<file path="config.mk">
export PLATFORM = sky130hd
export DESIGN_NAME = pgtm_front
export DESIGN_NICKNAME = d
export VERILOG_FILES = /design/src/pose_gesture_template_matcher_top_assert.svh /design/src/pgtm_pkg.sv /design/src/pgtm_front.sv
export SDC_FILE = /design/constraint.sdc
export NUM_CORES = 1
export LEC_CHECK = 0
export BUFFER_PORTS_ARGS = -buffer_cell sky130_fd_sc_hd__buf_2
export CAP_MARGIN = 20
export CELL_PAD_IN_SITES_DETAIL_PLACEMENT = 0
export CELL_PAD_IN_SITES_GLOBAL_PLACEMENT = 1
export CORE_MARGIN = 2
export CORE_UTILIZATION = 25
export CTS_CLUSTER_SIZE = 12
export DETAILED_ROUTE_END_ITERATION = 8
export PLACE_DENSITY_LB_ADDON = 0.1
export SETUP_SLACK_MARGIN = 0.5
export SYNTH_ARGS = -nofsm -noshare
export SYNTH_HDL_FRONTEND = slang
export SYNTH_SLANG_ARGS = --single-unit
</file>
<file path="constraint.sdc">
create_clock -name clk -period 2.8 [get_ports clk]
set_clock_uncertainty 0.05 [all_clocks]
set_input_delay 0.84 -clock clk [delete_from_list [all_inputs] [get_ports clk]]
set_output_delay 0.84 -clock clk [all_outputs]
set_load 0.005 [all_outputs]
</file>
<file path="src/pose_gesture_template_matcher_top_assert.svh">
// assertion macros for the gesture matcher
`ifndef POSE_GESTURE_TEMPLATE_MATCHER_TOP_ASSERT_SVH
`define POSE_GESTURE_TEMPLATE_MATCHER_TOP_ASSERT_SVH

// condition that must hold at every clock outside reset
`define PGTM_ASSERT_ALWAYS(label, cond) \
  label: assert property (@(posedge clk) disable iff (rst) (cond)) \
    else $error("pgtm: check failed");

// consequence that must hold in the same cycle as its cause
`define PGTM_ASSERT_IMPLY(label, cause, conseq) \
  label: assert property (@(posedge clk) disable iff (rst) (cause) |-> (conseq)) \
    else $error("pgtm: implication failed");

`endif

</file>
<file path="src/pgtm_pkg.sv">
package pgtm_pkg;

  localparam int JOINTS      = 512;
  localparam int JW          = 9;
  localparam int FRAMES      = 32;
  localparam int FW          = 5;
  localparam int GESTURES    = 8;
  localparam int GW          = 3;
  localparam int HIST        = 32;
  localparam int HW          = 5;
  localparam int SKIP        = 6;
  localparam int VW          = 24;

  // command codes, equal to the kind field
  localparam logic [1:0] OP_TVAL  = 2'd0;
  localparam logic [1:0] OP_TLEN  = 2'd1;
  localparam logic [1:0] OP_PVAL  = 2'd2;
  localparam logic [1:0] OP_CHECK = 2'd3;

  // register indexes
  localparam logic [2:0] REG_JOINTS   = 3'd0;
  localparam logic [2:0] REG_DEPTH    = 3'd1;
  localparam logic [2:0] REG_MATCH    = 3'd2;
  localparam logic [2:0] REG_ACTIVITY = 3'd3;
  localparam logic [2:0] REG_PERCENT  = 3'd4;
  localparam logic [2:0] REG_COOLDOWN = 3'd5;

  typedef struct packed {
    logic [1:0]          op;
    logic [GW-1:0]       gesture;
    logic [FW-1:0]       frame;
    logic [JW-1:0]       joint;
    logic signed [VW-1:0] value;
    logic [5:0]          count;
    logic                eof;
  } cmd_t;

  typedef struct packed {
    logic valid;
    cmd_t cmd;
  } q_stat_t;

  typedef struct packed {
    logic pop;
    logic clearing;
  } back_ctl_t;

  function automatic logic [VW:0] absdiff(input logic signed [VW-1:0] a,
                                          input logic signed [VW-1:0] b);
    logic signed [VW:0] d;
    d = {a[VW-1], a} - {b[VW-1], b};
    return d[VW] ? (VW+1)'(-d) : (VW+1)'(d);
  endfunction

endpackage

</file>
<file path="src/pgtm_front.sv">
module pgtm_front (
  input  logic                         clk,
  input  logic                         rst,
  input  logic                         in_valid,
  output logic                         in_ready,
  input  logic [1:0]                   kind,
  input  logic [2:0]                   gesture_index,
  input  logic [4:0]                   frame_index,
  input  logic [8:0]                   joint_index,
  input  logic signed [23:0]           joint_value,
  input  logic [5:0]                   frame_count,
  input  logic                         end_of_frame,
  input  pgtm_pkg::back_ctl_t          ctl,
  output pgtm_pkg::q_stat_t            q
);

  pgtm_pkg::cmd_t fifo [2];
  pgtm_pkg::cmd_t dec;
  logic           wp;
  logic           rp;
  logic [1:0]     cnt;
  logic           push;

  // classify the word and saturate the template length
  always_comb begin
    dec.gesture = gesture_index;
    dec.frame   = frame_index;
    dec.joint   = joint_index;
    dec.value   = joint_value;
    dec.eof     = end_of_frame;
    dec.count   = (frame_count > 6'(pgtm_pkg::FRAMES)) ? 6'(pgtm_pkg::FRAMES) : frame_count;
    unique case (kind)
      pgtm_pkg::OP_TVAL:  dec.op = pgtm_pkg::OP_TVAL;
      pgtm_pkg::OP_TLEN:  dec.op = pgtm_pkg::OP_TLEN;
      pgtm_pkg::OP_PVAL:  dec.op = pgtm_pkg::OP_PVAL;
      default:            dec.op = pgtm_pkg::OP_CHECK;
    endcase
  end

  assign in_ready = (cnt != 2'd2) && !ctl.clearing;
  assign push     = in_valid && in_ready;
  assign q.valid  = (cnt != 2'd0);
  assign q.cmd    = fifo[rp];

  always_ff @(posedge clk) begin
    if (push) begin
      fifo[wp] <= dec;
    end
  end

  always_ff @(posedge clk) begin
    if (rst) begin
      wp  <= 1'b0;
      rp  <= 1'b0;
      cnt <= 2'd0;
    end else begin
      if (push) wp <= ~wp;
      if (ctl.pop) rp <= ~rp;
      cnt <= cnt + 2'(push) - 2'(ctl.pop);
    end
  end

endmodule

</file>
[Word level (Yosys, flattened, before mapping)]
Memories as Yosys holds them, arrays and structs flattened. A register that Yosys moved wholly into a read port is not among the register bits.
Cells that the tools add are included.
Operators by class
  add/sub/neg operators: 2
  magnitude comparators: 1
  equal/unequal tests: 3
  multiplexer cells: 6
  bitwise operators: 2
  reductions and logical operators: 5
Operator list (count)
  6-bit > comparator (second input constant): 1
  6-bit two-way mux: 1
  2-bit one-hot mux with 3 select lines: 1
  1-bit two-way mux: 4
  2-bit by 1-bit adder with 2-bit output: 1
  2-bit by 1-bit == test with 1-bit output (second input constant): 1
  2-bit == test (second input constant): 1
  1-bit logical AND: 2
  2-bit zero test: 1
  2-bit inequality test (second input constant): 1
  1-bit NOT: 2
  2-bit nonzero test: 1
  2-bit by 1-bit subtractor with 2-bit output: 1
  1-bit zero test: 1
Word-level totals
  register bits: 4
  memory bits (writable): 100
  output and inout bits: 52
  logic and storage cells: 23
  memories kept: 1
Memory list
  fifo: words 2, width 50, rd ports 1, clocked after memory_dff 1, write ports 1, line pgtm_front.sv:17  | pgtm_pkg::cmd_t fifo [2];

[Depth between registers and ports, before layout]
Gate-level depths: netlist (run 1).
  depth after elaboration: 5
  mapped depth: 9
  depth with buffers taken out: 9

[Least setup slack after synthesis (run 1)]
No wires, ideal clock.
  path type: input port to flip-flop
  from: in ctl[0] in the netlist's numbering
  to: mem fifo[1][0] in the netlist's numbering (enable)
  library setup time: 0.413 ns
  arrival: 2.288 ns
  data required time: 2.337 ns
  path slack: 0.049 ns
  stages on the path: 2
  buffers on the path: 0
  cells stage by stage: nor2_1 and3_1
On the way
  word-level cells in the longest chain between the ends: 5
Ends and longest elaborated chain
  start, declared: line pgtm_front.sv:13  | input pgtm_pkg::back_ctl_t ctl,
  1-bit zero test: line pgtm_front.sv:40  | assign in_ready = (cnt != 2'd2) && !ctl.clearing;
  1-bit logical AND: line pgtm_front.sv:40
  1-bit logical AND: line pgtm_front.sv:41  | assign push = in_valid && in_ready;
  1-bit two-way mux: line pgtm_front.sv:46  | if (push) begin
  1-bit two-way mux (not written as such): line pgtm_front.sv:47  | fifo[wp] <= dec;
  end, declared: line pgtm_front.sv:17
Every way passes these cells.

==> results.sh, run 1 <==
export IMPL_pwr_share_seq_pct=55.4
export IMPL_drc=0
export IMPL_dr_wl_met2_um=3890
export IMPL_clk_path_buf_depth=2
export IMPL_hold_viol_final=0
export IMPL_power_net_switching_uw=711
export IMPL_clk_latency_ns=0.34
export IMPL_grt_max_degree=51
export IMPL_drive_above_1_share_pct=57.8
export IMPL_critPathCaptureType="output pin"
export IMPL_wl_met3_um=517
export IMPL_start_util_pct=25.6
export IMPL_final_common_cell="buf_2"
export IMPL_num_io_pins=107
export IMPL_maxSlewViolCount=0
export IMPL_cts_buffers=9
export IMPL_relSlewSlack_pct=74.3
export IMPL_die_width_um=129
export IMPL_yosysUniqueCellTypes=23
export IMPL_clock_sinks=105
export IMPL_outcome="finished clean"
export IMPL_ys_ff_latch=105
export IMPL_yosysSeqAreaShare_pct=79.4
export IMPL_die_y_um=129
export IMPL_start_kind="register"
export IMPL_cts_root_buf="clkbuf_16"
export IMPL_synthArstFlopShare_pct=0
export IMPL_synth_yosys_warnings=0
export IMPL_min_from="wp"
export IMPL_dp_hpwl_um=4990
export IMPL_antenna_found_initial=1
export IMPL_cts_tree="yes"
export IMPL_fmax_ghz=0.429
export IMPL_crit_required_ns=1.91
export IMPL_dr_first_iter_drc_count=104
export IMPL_setup_viol=0
export IMPL_final_nets=361
export IMPL_worst_setup_hold_path_clk_slew_ns=0.06
export IMPL_cap_violations=0
export IMPL_power_density_nw_per_um2=659
export IMPL_finalWorstSetupSlack_ns=0.472
export IMPL_wl_um=7940
export IMPL_holdPathEnd="wp"
export IMPL_track_usage_pct=9.94
export IMPL_n_antenna_cell=0
export IMPL_tns_ns=0
export IMPL_synth_ff_type="edfxtp_1"
export IMPL_multi_input_area_um2=729
export IMPL_arrival_ns=1.44
export IMPL_fp_dieArea_um2=16600
export IMPL_finalCriticalPeriod_ns=2.33
export IMPL_final_cell_mix="buf_2 (106), edfxtp_1 (100), mux2_2 (46)"
export IMPL_core_area_um2=15300
export IMPL_synth_nets=247
export IMPL_clkPwrFrac_pct=33.6
export IMPL_cp_max_fo=19
export IMPL_rr_worst_depth=9
export IMPL_grt_pass1_vias=2197
export IMPL_finalCritPeriodShare_pct=83.2
export IMPL_avgSynthCellArea_um2=20.6
export IMPL_gr_total_overflow=0
export IMPL_r2r_setup_slack_ns=1.07
export IMPL_htree_levels=3
export IMPL_io_buffers=106
export IMPL_power_share_combinational_pct=11.0
export IMPL_regToRegEndpoint="cnt[1]"
export IMPL_tightest_slew_ns=0.385
export IMPL_rsz0062_at_grt="yes"
export IMPL_fill_cells=1532
export IMPL_via_per_inst=3.95
export IMPL_critical_path_class="reg -> out"
export IMPL_whs_path_depth=2
export IMPL_synth_cells=190
export IMPL_wl_per_cell_um=15.3
export IMPL_ant_nets=0
export IMPL_hold_class="reg -> reg"
export IMPL_sw_frac_of_total_pct=21.6
export IMPL_leakagePower_nw=1.82
export IMPL_syn_cell_area_um2=3910
export IMPL_post_cts_setup_buffers=0
export IMPL_place_gp_congestion=0.627
export IMPL_synth_enable_flop_cells=100
export IMPL_vdd_drop_max_v=0.000321
export IMPL_placementRows=45
export IMPL_place_ws_ns=0.562
export IMPL_highest_layer="met5"
export IMPL_via_count=2048
export IMPL_cell_internal_pwr_mw=2.58
export IMPL_dr_pass1_iters=3
export IMPL_final_seq_area_um2=3110
export IMPL_r2r_start="cnt[1]"
export IMPL_grt_first_pass_wirelength_um=11800
export IMPL_syn2layout_area_growth_pct=27.9
export IMPL_wl_met1_um=3420
## cells in the mapped netlist, drive strengths merged, types with 2 or more instances
cell / number / area, µm²
ha: 2 / 25.0
inv: 2 / 7.51
nor2: 4 / 15.0
nor2b: 7 / 51.3
buf: 6 / 61.3
edfxtp: 100 / 3000
mux2: 50 / 563
clkbuf: 3 / 11.3
dfxtp: 5 / 100
## state kept, by name, indices dropped and copies added (netlist names), named ones only
name  count
fifo    100
rp        1
wp        1
cnt       2
## power groups by stage
stage / registers, mW / logic [mW] / clock network [mW]
2_1_floorplan: 1.85 / 0.195 / 0
3_3_place_gp: 1.85 / 0.360 / 0
3_5_place_dp: 1.85 / 0.359 / 0
4_1_cts: 1.82 / 0.377 / 1.16
5_1_grt: 1.83 / 0.404 / 1.22
6_report: 1.82 / 0.363 / 1.11
## worst max path at each step
stage,from,end,slack [ns],cells past startpoint
floorplan,ctl[0],fifo[0][0],0.52,3
global placement,ctl[0],fifo[0][12],0.57,5
detailed placement,ctl[0],cnt[1],0.56,9
CTS,register,q[5],0.43,3
global route,register,q[40],0.41,3
finish,register,q[41],0.47,3
## layout make-up
type	instances	area share, %
Inverter	2	0.225
Tap cell	211	5.28
Multi-Input combinational cell	74	14.6
Timing Repair Buffer	112	12.7
Sequential cell	105	62.2
Clock buffer	10	4.58
Clock inverter	5	0.476
## worst max-delay path, cell delays in order, from the launching register on
cell,delay (ns)
dfxtp_4,0.42
buf_12,0.19
mux2_2,0.36
buf_2,0.13
## cells by family (layout without fill, tap and decap cells)
group	after synthesis	in the layout	share of synthesized area (%)
flip-flops	105	105	79.4
AO/OA/AOI/OAI	2	2	0.256
multiplexers	50	50	14.4
adder cells (fa/ha/maj)	2	2	0.641
buffers and inverters	11	129	2.05
AND/OR/NAND/NOR	18	18	2.75
XOR/XNOR	2	2	0.449
## repair_timing
item | in CTS | in global routing
hold endpoints to repair | 0 | 0
hold buffers | 0 | 0
setup endpoints to repair | 50 | 50
gates cloned | 1 | 0
gates resized for setup | 8 | 0
## metrics by stage
stage | instance area [µm²] | util (%) | hold slack, ns | power (mW) | cells
after floorplan | 3920 | - | 0.406 | 2.05 | 190
after global placement | 4690 | 30.7 | 0.450 | 2.21 | 503
after detailed placement | 4690 | 30.7 | 0.435 | 2.21 | 503
after CTS | 5000 | 32.8 | 0.443 | 3.36 | 519
after global routing | 5000 | 32.8 | 0.479 | 3.46 | 519
final | 5000 | 32.8 | 0.435 | 3.29 | 519
## per-layer routing
metal  vias up  GRT usage (%)
met5         -              0
met3         7           5.11
met1      1029           11.2
met4         2           3.07
li1        953              -
met2        57           16.4
(Power assumes the default switching activity.)
==> run 2: changes to the inputs <==
==> constraint.sdc (replaced) <==
create_clock -name clk -period 2.1 [get_ports clk]
set_clock_uncertainty 0.05 [all_clocks]
set_input_delay 0.63 -clock clk [delete_from_list [all_inputs] [get_ports clk]]
set_output_delay 0.63 -clock clk [all_outputs]
set_load 0.005 [all_outputs]
==> results.sh, run 2 (synthesized netlist as in run 1, its figures left out) <==
export IMPL_outcome="complete, but fails checks"
export IMPL_violations="setup timing"
export IMPL_n_antenna_cell=0
export IMPL_grt_max_degree=30
export IMPL_sw_frac_of_total_pct=22.0
export IMPL_reg_top3="fifo x100, cnt x2"
export IMPL_final_nets=370
export IMPL_fmax_ghz=0.476
export IMPL_crit_required_ns=1.42
export IMPL_clkPwrFrac_pct=33.2
export IMPL_hold_class="in -> reg"
export IMPL_r2r_start="cnt[1]"
export IMPL_start_kind="register"
export IMPL_cp_max_fo=26
export IMPL_critPathCaptureType="output pin"
export IMPL_start_util_pct=25.6
export IMPL_finalCritPeriodShare_pct=100
export IMPL_via_per_inst=3.93
export IMPL_hold_viol_final=0
export IMPL_largest_reg_flops=100
export IMPL_final_seq_area_um2=3110
export IMPL_critical_path_endpoint="q[31]"
export IMPL_worst_setup_hold_path_clk_slew_ns=0.07
export IMPL_power_density_nw_per_um2=858
export IMPL_tightest_slew_ns=0.175
export IMPL_rsz0062_at_grt="yes"
export IMPL_num_io_pins=107
export IMPL_drive_above_1_share_pct=61.2
export IMPL_power_share_combinational_pct=13.1
export IMPL_vdd_drop_max_v=0.000493
export IMPL_leakagePower_nw=1.93
export IMPL_grt_first_pass_wirelength_um=11700
export IMPL_finalWorstSetupSlack_ns=-0.000333
export IMPL_multi_input_area_um2=786
export IMPL_track_usage_pct=9.71
export IMPL_tns_ns=-0.000333
export IMPL_finalCriticalPeriod_ns=2.10
export IMPL_final_common_cell="edfxtp_1"
export IMPL_drc=0
export IMPL_ant_nets=0
export IMPL_dr_first_iter_drc_count=91
export IMPL_placementRows=45
export IMPL_cts_tree="yes"
export IMPL_pwr_share_seq_pct=53.7
export IMPL_dp_hpwl_um=4940
export IMPL_final_cell_mix="edfxtp_1 (100), buf_2 (99), mux2_2 (40)"
export IMPL_critical_path_class="reg -> out"
export IMPL_maxSlewViolCount=0
export IMPL_core_area_um2=15300
export IMPL_clk_path_buf_depth=2
export IMPL_relSlewSlack_pct=88.2
export IMPL_cts_buffers=9
export IMPL_clock_sinks=105
export IMPL_arrival_ns=1.42
export IMPL_antenna_found_initial=1
export IMPL_rr_worst_depth=6
export IMPL_final_util_pct=34.6
export IMPL_cap_violations=0
export IMPL_grt_pass1_vias=2131
export IMPL_power_net_switching_uw=994
export IMPL_wl_per_cell_um=15.1
export IMPL_dr_pass1_iters=3
export IMPL_die_width_um=129
export IMPL_via_count=2077
export IMPL_r2r_setup_slack_ns=0.43
export IMPL_fp_dieArea_um2=16600
export IMPL_fill_cells=1480
export IMPL_cts_root_buf="clkbuf_16"
export IMPL_setup_viol=1
export IMPL_cell_internal_pwr_mw=3.53
export IMPL_wl_um=7970
export IMPL_io_buffers=106
export IMPL_clk_latency_ns=0.34
export IMPL_gr_total_overflow=0
export IMPL_regMostFlops="fifo"
export IMPL_syn2layout_area_growth_pct=35.1
export IMPL_place_gp_congestion=0.632
export IMPL_regToRegEndpoint="fifo[0][24]"
export IMPL_die_y_um=129
export IMPL_htree_levels=3
==> run 2: how the worst min path moves through the flow <==
| stage | from | endpoint | slack, ns | cells past startpoint |
|---|---|---|---|---|
| 6_report | frame_index[2] | fifo[0][42] | 0.42 | 1 |
| 5_1_grt | frame_index[4] | fifo[1][44] | 0.40 | 1 |
| 4_1_cts | joint_value[21] | fifo[1][28] | 0.40 | 1 |
| 3_5_place_dp | wp | wp | 0.44 | 2 |
| 3_3_place_gp | rp | rp | 0.45 | 2 |
| 2_1_floorplan | wp | wp | 0.41 | 2 |
==> run 2: worst max-delay path, cell delays in order (launching register included) <==
cell	delay (ns)
dfxtp_4	0.38
buf_12	0.19
mux2_2	0.37
buf_2	0.13
==> run 2: repair_timing <==
| action | 4_1_cts | 5_1_grt |
|---|---|---|
| hold endpoints to repair | 0 | 0 |
| hold buffers | 0 | 0 |
| resized for setup | 13 | 11 |
| buffers inserted | 3 | 1 |
| pin swaps | 1 | 2 |
| gates cloned | 0 | 5 |
| setup endpoints to repair | 53 | 103 |
==> run 2: power groups by stage <==
stage	clock network, mW	logic, mW	registers (mW)
3_5_place_dp	0	0.501	2.47
4_1_cts	1.57	0.544	2.43
3_3_place_gp	0	0.504	2.47
5_1_grt	1.67	0.648	2.44
6_report	1.50	0.593	2.43
2_1_floorplan	0	0.265	2.47
==> run 2: metrics by stage <==
stage / cell area (µm²) / setup WS, ns / hold WS, ns / power [mW] / instances
floorplan: 3930 / 0.0480 / 0.406 / 2.73 / 190
CTS: 5100 / -0.0370 / 0.403 / 4.54 / 522
global route: 5280 / -0.0651 / 0.397 / 4.76 / 528
detailed placement: 4770 / 0.109 / 0.441 / 2.98 / 504
global placement: 4770 / 0.146 / 0.451 / 2.98 / 504
finish: 5280 / -0.000333 / 0.424 / 4.53 / 528
==> run 2: layout make-up <==
type | instances | share of cell area [%]
clock inverters | 6 | 0.688
well taps | 211 | 5.00
flip-flops and latches | 105 | 58.9
repair buffers | 121 | 16.0
multi-input cells | 74 | 14.9
clock buffers | 9 | 4.27
inverters | 2 | 0.213
==> run 2: routing by layer <==
metal  share of wire (%)  routed length [µm]  global-route usage [%]  vias up
li1                    -                   -                       -      967
met4                 1.2                  95                    3.26        2
met2                  46                3670                    14.8       68
met3                 7.9                 632                    5.16        7
met5                0.16                  13                       0        -
met1                  45                3560                    11.9     1033
==> run 3: changes to the inputs <==
--- a/config.mk
+++ b/config.mk
@@ -13,7 +13,7 @@
 export CORE_UTILIZATION = 25
 export CTS_CLUSTER_SIZE = 12
 export DETAILED_ROUTE_END_ITERATION = 8
-export PLACE_DENSITY_LB_ADDON = 0.1
+export PLACE_DENSITY_LB_ADDON = 0.3
 export SETUP_SLACK_MARGIN = 0.5
 export SYNTH_ARGS = -nofsm -noshare
 export SYNTH_HDL_FRONTEND = slang
==> constraint.sdc (replaced) <==
create_clock -name clk -period 2.1 [get_ports clk]
set_clock_uncertainty 0.05 [all_clocks]
set_input_delay 0.63 -clock clk [delete_from_list [all_inputs] [get_ports clk]]
set_output_delay 0.63 -clock clk [all_outputs]
set_load 0.05 [all_outputs]
==> results.sh, run 3 (synthesized netlist as in run 1, its figures left out) <==
export IMPL_fmax_ghz=0.471
export IMPL_wl_um=7400
export IMPL_finalCriticalPeriod_ns=2.12
export IMPL_core_area_um2=15300
export IMPL_tightest_slew_ns=0.304
export IMPL_dr_pass1_iters=4
export IMPL_outcome="complete, but fails checks"
export IMPL_drc=0
export IMPL_start_kind="register"
export IMPL_critPathCaptureType="output pin"
export IMPL_final_nets=370
export IMPL_clk_latency_ns=0.35
export IMPL_final_util_pct=37.1
export IMPL_multi_input_area_um2=955
export IMPL_r2r_start="cnt[1]"
export IMPL_power_net_switching_mw=1.36
export IMPL_relSlewSlack_pct=79.7
export IMPL_start_util_pct=25.6
export IMPL_cts_buffers=9
export IMPL_via_count=2041
export IMPL_cell_internal_pwr_mw=3.68
export IMPL_wl_per_cell_um=14.0
export IMPL_crit_required_ns=1.42
export IMPL_htree_levels=3
export IMPL_vdd_drop_max_v=0.000396
export IMPL_grt_first_pass_wirelength_um=11000
export IMPL_drive_above_1_share_pct=62.6
export IMPL_pwr_share_seq_pct=48.3
export IMPL_rr_worst_depth=7
export IMPL_cts_tree="yes"
export IMPL_fill_cells=1440
export IMPL_largest_reg_flops=100
export IMPL_maxSlewViolCount=0
export IMPL_clock_sinks=105
export IMPL_postLayoutCellArea_um2=5660
export IMPL_place_gp_congestion=0.667
export IMPL_die_width_um=129
export IMPL_holdPathEnd="fifo[0][49]"
export IMPL_min_from="kind[1]"
export IMPL_power_share_combinational_pct=21.9
export IMPL_hold_viol_final=0
export IMPL_placementRows=45
export IMPL_final_common_cell="edfxtp_1"
export IMPL_via_per_inst=3.85
export IMPL_regMostFlops="fifo"
export IMPL_ant_nets=0
export IMPL_violations="setup timing"
export IMPL_critical_path_class="reg -> out"
export IMPL_clkPwrFrac_pct=29.7
export IMPL_place_ws_ns=0.118
export IMPL_track_usage_pct=9.27
export IMPL_whs_path_depth=1
export IMPL_setup_viol=43
export IMPL_crit_buf_inv=2
export IMPL_sw_frac_of_total_pct=26.9
export IMPL_grt_pass1_vias=2076
export IMPL_cts_root_buf="clkbuf_16"
export IMPL_path_cells="buf_12 > mux2_4 > buf_6"
export IMPL_worst_setup_hold_path_clk_slew_ns=0.07
export IMPL_power_density_nw_per_um2=890
export IMPL_hold_class="in -> reg"
export IMPL_post_dp_cell_area_um2=4980
export IMPL_regToRegEndpoint="fifo[0][29]"
export IMPL_gr_total_overflow=0
export IMPL_syn2layout_area_growth_pct=45.0
export IMPL_finalPower_mw=5.04
export IMPL_final_cell_mix="edfxtp_1 (100), buf_2 (67), mux2_4 (50)"
export IMPL_r2r_setup_slack_ns=0.34
export IMPL_die_y_um=129
export IMPL_leakagePower_nw=2.18
export IMPL_reg_top3="fifo x100, cnt x2"
export IMPL_cpMaxStageDelayCell="dfxtp_4"
export IMPL_dp_hpwl_um=4790
export IMPL_final_seq_area_um2=3110
export IMPL_grt_max_degree=51
export IMPL_critPathTopFamily="flip-flops"
export IMPL_num_io_pins=107
export IMPL_cp_max_fo=20
export IMPL_arrival_ns=1.44
export IMPL_cap_violations=0
export IMPL_dr_first_iter_drc_count=95
export IMPL_finalWorstSetupSlack_ns=-0.0241
export IMPL_critical_path_max_stage_delay_ns=0.39
export IMPL_rsz0062_at_grt="yes"
export IMPL_antenna_found_initial=1
export IMPL_finalCritPeriodShare_pct=101
export IMPL_io_buffers=106
export IMPL_fp_dieArea_um2=16600
export IMPL_clk_path_buf_depth=2
==> run 3: per-layer routing <==
| layer | track usage, % | routed length [µm] | vias to the layer above |
|---|---|---|---|
| li1 | - | - | 972 |
| met1 | 10.4 | 3200 | 991 |
| met2 | 14.8 | 3520 | 64 |
| met3 | 3.70 | 479 | 14 |
| met4 | 5.75 | 198 | 0 |
| met5 | 0 | 0 | - |
==> run 3: how the worst max path moves through the flow <==
stage	start	to	slack [ns]	depth (start not counted)
after floorplan	ctl[0]	fifo[0][0]	0.05	3
after global placement	ctl[0]	fifo[0][17]	0.17	5
after detailed placement	ctl[0]	cnt[1]	0.12	9
after CTS	register	q[15]	-0.08	3
after global routing	register	q[4]	-0.08	3
final	register	q[23]	-0.02	3
==> run 3: power groups by stage <==
stage,logic (mW),clock network (mW),registers [mW]
global placement,0.926,0,2.47
finish,1.10,1.50,2.44
detailed placement,0.930,0,2.48
floorplan,0.718,0,2.47
global route,1.16,1.65,2.44
CTS,1.07,1.57,2.44
==> run 3: timing repair <==
item                                    CTS  global route
resized for setup                        87             9
gates cloned                              0             3
endpoints found under the setup margin   53           103
buffers inserted                          1             4
pin swaps                                 2             1
hold buffers                              0             0
==> run 3: cell type report <==
class	count	area share, %
diodes	1	0.0442
inverters	2	0.199
well taps	211	4.66
clock inverters	6	0.619
clock buffers	10	4.04
repair buffers	121	18.7
flip-flops and latches	105	54.9
multi-input cells	74	16.9
==> run 3: metrics by stage <==
stage / hold slack (ns) / instances / setup TNS (ns)
after floorplan: 0.412 / 190 / 0
after global placement: 0.448 / 505 / 0
after detailed placement: 0.446 / 505 / 0
after CTS: 0.397 / 522 / -2.53
after global routing: 0.403 / 529 / -3.23
final: 0.420 / 530 / -0.510
